<file path="src/tlps_pkg.sv">
// ----------------------------------------------------------------------------
// tlps_pkg
// Types and constants for the traffic light pedestrian sequencer.
// ----------------------------------------------------------------------------
`default_nettype none

package tlps_pkg;

  typedef enum logic [1:0] {
    PH_RED        = 2'd0,
    PH_RED_BLINK  = 2'd1,
    PH_GREEN      = 2'd2,
    PH_GREEN_BLINK = 2'd3
  } phase_t;

  typedef enum logic [1:0] {
    SVC_NONE  = 2'd0,
    SVC_BLINK = 2'd1,
    SVC_WALK  = 2'd2
  } service_t;

  typedef enum logic [1:0] {
    REG_PHASE_SLOTS = 2'd0,
    REG_BLINK_SLOTS = 2'd1,
    REG_WALK_SLOTS  = 2'd2
  } reg_index_t;

  localparam int unsigned LAMP_W  = 6;
  localparam int unsigned SLOT_W  = 4;

  localparam logic [LAMP_W-1:0] LAMP_CG = 6'h01;
  localparam logic [LAMP_W-1:0] LAMP_CY = 6'h02;
  localparam logic [LAMP_W-1:0] LAMP_CR = 6'h04;
  localparam logic [LAMP_W-1:0] LAMP_PG = 6'h08;
  localparam logic [LAMP_W-1:0] LAMP_PY = 6'h10;
  localparam logic [LAMP_W-1:0] LAMP_PR = 6'h20;

  localparam logic [SLOT_W-1:0] SLOTS_RESET = 4'd10;

endpackage

`default_nettype wire

</file>
<file path="src/traffic_light_pedestrian_sequencer.sv">
// ----------------------------------------------------------------------------
// traffic_light_pedestrian_sequencer
// Car phase loop with a latched pedestrian request and walk service.
//
//   channel  | dir | handshake              | payload
//   s_axis   | in  | s_tvalid / s_tready    | s_tdata: button_press
//   m_axis   | out | m_tvalid / m_tready    | m_tdata: six lamp levels
//   cfg      | in  | cfg_we                 | cfg_index, cfg_data
//
// One slot per cycle unless the receiver stalls: state update and lamp result
// are computed in the accepting cycle and m_tdata shows them in the next cycle.
// s_tready stays high while the result register is empty or being drained.
// Synchronous reset clears state and lamps, and loads all slot counts to 10.
// ----------------------------------------------------------------------------
`default_nettype none

module traffic_light_pedestrian_sequencer (
  input  wire logic       clk,
  input  wire logic       rst,
  input  wire logic       s_tvalid,
  output logic            s_tready,
  input  wire logic [7:0] s_tdata,   // [0] button_press, [7:1] zero
  output logic            m_tvalid,
  input  wire logic       m_tready,
  output logic      [7:0] m_tdata,   // [0] car_green [1] car_yellow [2] car_red
                                     // [3] ped_green [4] ped_yellow [5] ped_red
  input  wire logic       cfg_we,
  input  wire logic [1:0] cfg_index,
  input  wire logic [3:0] cfg_data
);

  localparam logic [tlps_pkg::SLOT_W-1:0] ONE_SLOT = 4'd1;

  logic [tlps_pkg::SLOT_W-1:0] phase_slots;
  logic [tlps_pkg::SLOT_W-1:0] blink_slots;
  logic [tlps_pkg::SLOT_W-1:0] walk_slots;

  tlps_pkg::phase_t            phase, phase_next;
  tlps_pkg::service_t          service_step, service_step_next;
  logic [tlps_pkg::SLOT_W-1:0] slot_count, slot_count_next;
  logic                        request_pending, request_pending_next;
  logic [tlps_pkg::LAMP_W-1:0] lamp_levels, lamp_levels_next;
  logic [tlps_pkg::LAMP_W-1:0] lamp_out;

  logic [tlps_pkg::SLOT_W-1:0] phase_len, blink_len, walk_len;
  logic                        accept;

  assign s_tready = !m_tvalid || m_tready;
  assign accept   = s_tvalid && s_tready;

  assign phase_len = (phase_slots == '0) ? ONE_SLOT : phase_slots;
  assign blink_len = (blink_slots == '0) ? ONE_SLOT : blink_slots;
  assign walk_len  = (walk_slots  == '0) ? ONE_SLOT : walk_slots;

  always_comb begin
    lamp_levels_next     = lamp_levels;
    phase_next           = phase;
    slot_count_next      = slot_count;
    service_step_next    = service_step;
    request_pending_next = request_pending;

    if (service_step == tlps_pkg::SVC_NONE && request_pending) begin
      request_pending_next = 1'b0;
      slot_count_next      = '0;
      if (phase == tlps_pkg::PH_RED) begin
        lamp_levels_next = lamp_levels_next
                         & ~(tlps_pkg::LAMP_PR | tlps_pkg::LAMP_CG | tlps_pkg::LAMP_CY);
        lamp_levels_next = lamp_levels_next | tlps_pkg::LAMP_CR | tlps_pkg::LAMP_PG;
        service_step_next = tlps_pkg::SVC_WALK;
      end else begin
        lamp_levels_next = lamp_levels_next | tlps_pkg::LAMP_PR;
        lamp_levels_next = lamp_levels_next & ~(tlps_pkg::LAMP_CY | tlps_pkg::LAMP_PY);
        if (phase == tlps_pkg::PH_RED_BLINK) begin
          lamp_levels_next = lamp_levels_next & ~tlps_pkg::LAMP_CR;
        end
        if (phase == tlps_pkg::PH_GREEN_BLINK) begin
          lamp_levels_next = lamp_levels_next & ~tlps_pkg::LAMP_CG;
        end
        service_step_next = tlps_pkg::SVC_BLINK;
      end
    end

    case (service_step_next)
      tlps_pkg::SVC_BLINK: begin
        lamp_levels_next = lamp_levels_next ^ (tlps_pkg::LAMP_CY | tlps_pkg::LAMP_PY);
        lamp_out         = lamp_levels_next;
        slot_count_next  = slot_count_next + ONE_SLOT;
        if (slot_count_next >= blink_len) begin
          lamp_levels_next = lamp_levels_next
                           & ~(tlps_pkg::LAMP_CY | tlps_pkg::LAMP_PY
                               | tlps_pkg::LAMP_PR | tlps_pkg::LAMP_CG);
          lamp_levels_next  = lamp_levels_next | tlps_pkg::LAMP_PG | tlps_pkg::LAMP_CR;
          service_step_next = tlps_pkg::SVC_WALK;
          slot_count_next   = '0;
        end
      end
      tlps_pkg::SVC_WALK: begin
        lamp_out        = lamp_levels_next;
        slot_count_next = slot_count_next + ONE_SLOT;
        if (slot_count_next >= walk_len) begin
          lamp_levels_next = lamp_levels_next & ~tlps_pkg::LAMP_PG;
          if (phase != tlps_pkg::PH_RED) begin
            lamp_levels_next = lamp_levels_next & ~tlps_pkg::LAMP_CR;
          end
          service_step_next = tlps_pkg::SVC_NONE;
          slot_count_next   = '0;
          phase_next        = tlps_pkg::phase_t'(phase + 2'd1);
        end
      end
      default: begin
        lamp_levels_next = lamp_levels_next | tlps_pkg::LAMP_PR;
        case (phase)
          tlps_pkg::PH_RED: begin
            lamp_levels_next = lamp_levels_next & ~(tlps_pkg::LAMP_CG | tlps_pkg::LAMP_CY);
            lamp_levels_next = lamp_levels_next | tlps_pkg::LAMP_CR;
          end
          tlps_pkg::PH_GREEN: begin
            lamp_levels_next = lamp_levels_next & ~(tlps_pkg::LAMP_CR | tlps_pkg::LAMP_CY);
            lamp_levels_next = lamp_levels_next | tlps_pkg::LAMP_CG;
          end
          default: begin
            lamp_levels_next = lamp_levels_next ^ tlps_pkg::LAMP_CY;
          end
        endcase
        lamp_out        = lamp_levels_next;
        slot_count_next = slot_count_next + ONE_SLOT;
        if (slot_count_next >= phase_len) begin
          slot_count_next = '0;
          phase_next      = tlps_pkg::phase_t'(phase + 2'd1);
        end
        if (s_tdata[0]) begin
          request_pending_next = 1'b1;
        end
      end
    endcase
  end

  always_ff @(posedge clk) begin
    if (rst) begin
      phase_slots <= tlps_pkg::SLOTS_RESET;
      blink_slots <= tlps_pkg::SLOTS_RESET;
      walk_slots  <= tlps_pkg::SLOTS_RESET;
    end else if (cfg_we) begin
      case (cfg_index)
        tlps_pkg::REG_PHASE_SLOTS: phase_slots <= cfg_data;
        tlps_pkg::REG_BLINK_SLOTS: blink_slots <= cfg_data;
        tlps_pkg::REG_WALK_SLOTS:  walk_slots  <= cfg_data;
        default: ;
      endcase
    end
  end

  always_ff @(posedge clk) begin
    if (rst) begin
      phase           <= tlps_pkg::PH_RED;
      service_step    <= tlps_pkg::SVC_NONE;
      slot_count      <= '0;
      request_pending <= 1'b0;
      lamp_levels     <= '0;
    end else if (accept) begin
      phase           <= phase_next;
      service_step    <= service_step_next;
      slot_count      <= slot_count_next;
      request_pending <= request_pending_next;
      lamp_levels     <= lamp_levels_next;
    end
  end

  always_ff @(posedge clk) begin
    if (rst) begin
      m_tvalid <= 1'b0;
    end else if (accept) begin
      m_tvalid <= 1'b1;
    end else if (m_tready) begin
      m_tvalid <= 1'b0;
    end
  end

  always_ff @(posedge clk) begin
    if (accept) begin
      m_tdata <= {2'b00, lamp_out};
    end
  end

endmodule

`default_nettype wire

</file>
<file path="config.mk">
export PLATFORM = sky130hd
export DESIGN_NAME = traffic_light_pedestrian_sequencer
export DESIGN_NICKNAME = d
export VERILOG_FILES = /design/src/tlps_pkg.sv /design/src/traffic_light_pedestrian_sequencer.sv
export SDC_FILE = /design/constraint.sdc
export NUM_CORES = 1
export LEC_CHECK = 0
export ABC_CLOCK_PERIOD_IN_PS = 4100
export BUFFER_PORTS_ARGS = -buffer_cell sky130_fd_sc_hd__buf_2
export CORE_MARGIN = 8
export CORE_UTILIZATION = 48
export DETAILED_ROUTE_END_ITERATION = 12
export HOLD_SLACK_MARGIN = 0.08
export PLACE_DENSITY = 0.8
export RECOVER_POWER = 100
export SLEW_MARGIN = 20
export SYNTH_ARGS = -nofsm -noshare
export SYNTH_HDL_FRONTEND = slang
export SYNTH_SLANG_ARGS = --single-unit
</file>
<file path="constraint.sdc">
create_clock -name clk -period 4.1 [get_ports clk]
set_input_delay 0.615 -clock clk [delete_from_list [all_inputs] [get_ports clk]]
set_output_delay 0.615 -clock clk [all_outputs]
set_load 0.02 [all_outputs]
</file>
==> out/metrics.cfg, run 1 <==
[status]
status=completed

[cells_and_area]
synthToLayoutAreaGrowth_pct=8.83
register_area_um2=741
num-nets-final=276
final_util_pct=54.3
fillers=387
multi_input_area_um2=1150
layout-drive-gt1-share_pct=12.6
diodes=0

[hold_path]
hold_start=lamp_levels[3]
min_to=lamp_levels[3]
holdPathStages=1
hold_class=register to register

[setup_path]
cp_max_fo=6
r2r-end=phase[0]
cp_data_arrival_time_ps=3640
r2r_setup_slack_ps=650
cp.required_ps=4280
critPathKind=register to register
start_kind=register
end_kind=register
rr_startpoint=service_step[1]
reg2reg_depth=9

[placement]
dp_hpwl_mm=3.15
portBuffers=19
place_congestion=0.873

[synthesis]
netlist.area_leader.share_pct=27.9
synth.ff_latch_count=34
synth_warnings=0
syn_area_um2=2010
ys_seq_area_share_pct=36.8
synth_edf_count=6
synth_top_area_cell=dfxtp_1
synthDistinctLibCells=55
async_flop_share_pct=0
netlist_instances=226
synth_area_per_cell_um2=8.90
synth.area.top_cells=dfxtp_1, edfxtp_1, ha_1, mux2i_1, nand2_1
synth-main-ff-cell=dfxtp_1

[drt]
wirelength_mm=4.41
dr.pass1.iters=4
vias=1677
via_per_inst=5.67
routedWlPerCell_um=14.9
ant_nets=0
drc=0
drt_iter0_drc=156

[clock_network]
cts.sinks=34
clockRootBuffer=clkbuf_8
holdBufCountCts=0
cts_setup_buffers=0
clk_pin_slew_ps=70
numCtsBuffers=5
clk_latency_ps=290
cts_tree=built
clk_path_buf_depth=2
ctsResizeCount=0
cts_htree_levels=2

[sta]
rsz0062_at_grt=false
tns_ps=0
relSlewSlack_pct=43.9
hold_viol_final=0
finalCriticalPeriod_ps=3450
drv_slew=0
clock_skew_ps=8.25
setup_viol=0
fmax_mhz=289
period_share_pct=84.3
worstMarginPinSlew_ps=842

[grt]
grt_pass1_wl_mm=7.51
track_usage_pct=14.6
overflow=0
grt_pass1_vias=1633
antenna_found_initial=0
grt_max_degree=18

[job]
drv_cap=0

[die]
die_w_um=80.7
initial_utilization_pct=49.9
dieArea_um2=6520
core_um2=4030
die_h_um=80.7
rows=23
io_pins=29

[power_and_ir_drop]
ir_drop_mv=0.248
cellPowerDensity_nw_per_um2=358
p_leak_nw=0.940

where the power goes:
part,internal (W),switching (W)
logic,0.0000590,0.0000960
registers,0.000359,0.0000127
clock network,0.000135,0.000122
total,0.000554,0.000231
worst max-delay path: stages, from the launching register on:
cell and delay, ps:
dfxtp_1 360, or3b_1 440, and2_0 280, ha_1 400, ha_1 300, a21oi_1 60
maj3_2 290, maj3_1 410, a2111oi_4 450, mux2_1 360
cell families after synthesis:
| family | synth area share, % |
|---|---|
| compound gates | 21.2 |
| fa+ha+maj | 9.20 |
| buf+inv | 4.85 |
| flops | 36.8 |
| mux | 6.53 |
| other cells | 0.186 |
| simple gates | 21.2 |
cells in the final DEF, fill, tap and decap left out, types with 2 or more instances in the layout:
cell,synthesis,layout
a21o_1,2,2
a21oi_1,12,12
a31oi_1,1,2
and2_0,0,2
buf_2,0,9
buf_4,2,2
clkbuf_1,6,11
clkbuf_8,0,6
conb_1,1,2
dfxtp_1,28,28
edfxtp_1,6,6
ha_1,12,12
inv_1,12,12
maj3_1,1,2
mux2i_1,12,12
nand2_1,27,27
nand2b_1,6,6
nand3_1,7,7
nand3b_1,2,2
nor2_1,19,19
nor3_1,7,8
nor3b_1,2,2
nor4_1,2,2
o2111ai_1,2,2
o21a_1,2,2
o21ai_0,13,14
o22ai_1,2,2
o41ai_1,4,4
or2_2,4,4
layout make-up:
class | instances | share of cell area (%)
Tap cell | 50 | 2.86
Inverter | 12 | 2.06
Clock inverter | 1 | 0.229
Sequential cell | 34 | 33.8
Timing Repair Buffer | 21 | 4.46
Clock buffer | 7 | 3.94
Multi-Input combinational cell | 171 | 52.6
synthesized netlist by cell type (2+ instances only):
cell	number
a21oi_1	12
and2_2	2
and2_1	2
nand3b_1	2
a21o_1	2
edfxtp_1	6
clkbuf_1	6
o21a_1	2
o21ai_0	13
ha_1	12
nor4_1	2
or2_2	4
dfxtp_1	28
nor3_1	7
nor2_1	19
o22ai_1	2
o41ai_1	4
nand3_1	7
nor3b_1	2
nand2_1	27
buf_4	2
a31oi_4	2
mux2i_1	12
nand2b_1	6
inv_1	12
o2111ai_1	2
registers in the layout (all words and copies together) (netlist names):
register         flops
blink_slots          4
lamp_levels          6
service_step         2
m_tdata              6
request_pending      1
walk_slots           4
m_tvalid             1
phase_slots          4
phase                2
slot_count           4
through the flow:
stage / hold WS, ps / cell area, um2 / worst slack, ps / power, W / cells
after floorplan: 432 / 2020 / 875 / 0.000501 / 227
after global placement: 442 / 2140 / 824 / 0.000533 / 288
after detailed placement: 447 / 2140 / 791 / 0.000538 / 288
after CTS: 464 / 2230 / 754 / 0.000797 / 296
after global routing: 488 / 2190 / 469 / 0.000825 / 296
final: 461 / 2190 / 645 / 0.000785 / 296
worst max path at each step:
stage,start,to,slack [ps]
3_3_place_gp,service_step[1],phase[0],820
4_1_cts,service_step[1],phase[0],750
2_1_floorplan,service_step[1],phase[0],880
5_1_grt,service_step[1],slot_count[0],470
3_5_place_dp,service_step[1],phase[0],790
6_report,service_step[1],phase[0],650
metal layers:
layer | track usage, % | wire (um) | vias up | part of all wire [%]
met5 | 0 | 0 | - | 0
met4 | 7.68 | 83 | 0 | 1.9
met3 | 3.97 | 245 | 8 | 5.6
met2 | 25.0 | 2120 | 37 | 48
met1 | 16.3 | 1960 | 783 | 44
li1 | - | - | 849 | -
Note: power is estimated with default switching activity, not from simulation.
==> run 2: changes to the inputs <==
--- a/config.mk
+++ b/config.mk
@@ -5,13 +5,13 @@
 export SDC_FILE = /design/constraint.sdc
 export NUM_CORES = 1
 export LEC_CHECK = 0
-export ABC_CLOCK_PERIOD_IN_PS = 4100
+export ABC_CLOCK_PERIOD_IN_PS = 2900
 export BUFFER_PORTS_ARGS = -buffer_cell sky130_fd_sc_hd__buf_2
 export CORE_MARGIN = 8
 export CORE_UTILIZATION = 48
 export DETAILED_ROUTE_END_ITERATION = 12
 export HOLD_SLACK_MARGIN = 0.08
-export PLACE_DENSITY = 0.8
+export PLACE_DENSITY = 0.82
 export RECOVER_POWER = 100
 export SLEW_MARGIN = 20
 export SYNTH_ARGS = -nofsm -noshare
==> constraint.sdc (replaced) <==
create_clock -name clk -period 2.9 [get_ports clk]
set_input_delay 0.435 -clock clk [delete_from_list [all_inputs] [get_ports clk]]
set_output_delay 0.435 -clock clk [all_outputs]
set_load 0.02 [all_outputs]
==> run 2 against run 1 <==
Largest cell class unchanged. Setup slack lost 630 ps. Sequential share of layout area shrank 2.5 points. Hold slack lost 75 ps. Count of clock-buffer cells in the layout grew 1. Sequential cell count is the same. Die area is the same. Utilization grew 4.6 points. Global-route usage grew 0.24 points. First-iteration DRC count shrank 7.1%. Sequential power grew 41%. Critical path depth is the same. Total power grew 52%.
==> out/metrics.cfg, run 2 (synthesized netlist as in run 1, its figures left out) <==
[setup_path]
cp_cell_sequence=or3b_4, and2_4, ha_4, ha_4, a21oi_2, maj3_2, maj3_4, a2111oi_4, mux2_4
critPathKind=register to register
cp_slowest_stage_delay_ps=400  ; -50 ps
crit_buf_inv=0  ; unchanged
cp_data_arrival_time_ps=3070  ; -570 ps
crit_top_cell=ha_4
end_kind=register
cp.required_ps=3080  ; -1200 ps
r2r_setup_slack_ps=10  ; -630 ps
cp_max_fo=3  ; -3
start_kind=register
crit_family=adder cells
slowest_stage=or3b_4

[sta]
tns_ps=0  ; unchanged
worst_slack_ps=11.2  ; -634 ps
clock_skew_ps=3.44  ; -4.81 ps
drv_slew=0  ; unchanged
hold_viol_final=0  ; unchanged
period_share_pct=99.6  ; +15 points
worstMarginPinSlew_ps=840  ; -2.58 ps
relSlewSlack_pct=44.0  ; +0.17 points
setup_viol=0  ; unchanged
finalCriticalPeriod_ps=2890  ; -566 ps
fmax_mhz=346  ; +20%
rsz0062_at_grt=true

[grt]
track_usage_pct=14.9  ; +0.24 points
overflow=0  ; unchanged
grt_pass1_wl_mm=7.78  ; +3.6%
antenna_found_initial=0  ; unchanged
grt_max_degree=18  ; unchanged
grt_pass1_vias=1745  ; +6.9%

[drt]
dr.pass1.iters=4  ; unchanged
via_per_inst=5.66  ; about the same
routedWlPerCell_um=14.4  ; -3.3%
wirelength_mm=4.49  ; +1.9%
drt_iter0_drc=145  ; -7.1%
vias=1766  ; +5.3%
ant_nets=0  ; unchanged
drc=0  ; unchanged

[placement]
place_congestion=0.873  ; about the same
post_dp_cell_area_um2=2270  ; +6.4%
portBuffers=19  ; unchanged
post-place-ws_ps=-114  ; -905 ps
dp_hpwl_mm=3.35  ; +6.2%

[job]
drv_cap=0  ; unchanged

[cells_and_area]
num-nets-final=292  ; +5.8%
design_area_um2=2380  ; +8.5%
register_area_um2=743  ; +0.34%
diodes=0  ; unchanged
largestRegisters=lamp_levels x6, m_tdata x6
synthToLayoutAreaGrowth_pct=18.1
fillers=386  ; -0.26%
layout-drive-gt1-share_pct=21.4  ; +8.8 points
multi_input_area_um2=1210  ; +4.7%
final_util_pct=59.0  ; +4.6 points
layout_common_cells=nand2_1, dfxtp_1, nor2_1
final_common_cell=nand2_1

[power_and_ir_drop]
p_clk_share_pct=34.3  ; +1.4 points
swShare_pct=27.9  ; -1.5 points
cellPowerDensity_nw_per_um2=501  ; +40%
p_int_w=0.000858  ; +55%
ir_drop_mv=0.319  ; +29%
pwr-share-seq_pct=43.9  ; -3.5 points
combPwrFrac_pct=21.7  ; +2.0 points
p_leak_nw=1.03  ; +9.1%
p_sw_w=0.000332  ; +44%

[clock_network]
clk_path_buf_depth=2  ; unchanged
cts.sinks=34  ; unchanged
clk_pin_slew_ps=70  ; about the same
numCtsBuffers=5  ; unchanged
cts_tree=built
clockRootBuffer=clkbuf_8
clk_latency_ps=290  ; about the same
holdBufCountCts=0  ; unchanged
cts_htree_levels=2  ; unchanged

[die]
rows=23  ; unchanged
core_um2=4030  ; unchanged
dieArea_um2=6520  ; unchanged
initial_utilization_pct=49.9  ; unchanged
io_pins=29  ; unchanged
die_h_um=80.7  ; unchanged
die_w_um=80.7  ; unchanged

[hold_path]
hold_class=input port to register

[status]
status=completed

## run 2: cell types whose count changed in the layout (fill, tap and decap cells not counted), moves of 2 or more
| cell | before | now |
|---|---|---|
| dfxtp_1 | 28 | 26 |
| ha_1 | 12 | 10 |
| and2_4 | 0 | 2 |
| clkbuf_8 | 6 | 8 |
| buf_4 | 2 | 15 |
| clkbuf_1 | 11 | 13 |
| ha_4 | 0 | 2 |
| dfxtp_2 | 0 | 2 |
## run 2: layer usage
| metal | vias to the layer above | GRT usage (%) | share of wire, % |
|---|---|---|---|
| met5 | - | 0 | 0 |
| met4 | 0 | 6.96 | 1.9 |
| met3 | 9 | 3.42 | 6.7 |
| met2 | 59 | 25.9 | 49 |
| met1 | 813 | 16.8 | 42 |
| li1 | 885 | - | - |
## run 2: metrics by stage
stage	hold WS, ps	total power, W	instances
final	386	0.00119	312
after detailed placement	458	0.000791	302
after CTS	380	0.00120	312
after global routing	395	0.00125	312
after floorplan	432	0.000720	227
after global placement	438	0.000784	302
## run 2: final cells by class
class                   count  share of cell area (%)
well taps                  50                    2.63
clock buffers               8                    4.63
multi-input cells         171                    50.8
inverters                  12                    1.90
repair buffers             37                    8.79
flip-flops and latches     34                    31.3
## run 2: repair_timing
item,in CTS,in global routing
setup endpoints to repair,1,2
hold endpoints to repair,0,0
buffers inserted,2,0
gates resized for setup,3,0
pin swaps,6,1
## run 2: power groups by stage
stage	logic, W	clock network, W	registers (W)
5_1_grt	0.000290	0.000436	0.000526
2_1_floorplan	0.000179	0	0.000541
3_3_place_gp	0.000252	0	0.000532
4_1_cts	0.000265	0.000418	0.000522
3_5_place_dp	0.000258	0	0.000533
6_report	0.000259	0.000408	0.000523
## run 2: final timing paths
kind,start,end,depth (start not counted)
setup / recovery,service_step[1],phase[0],9
hold / removal,s_tvalid,m_tvalid,3
setup reg to reg,service_step[1],phase[0],9
hold reg to reg,lamp_levels[3],lamp_levels[3],1
## run 2: worst reg2reg max path: stages (launching register included)
cell and delay [ps]:
dfxtp_1 310, or3b_4 400, and2_4 160, ha_4 240, ha_4 260, a21oi_2 40, maj3_2 300, maj3_4 370
a2111oi_4 370, mux2_4 330
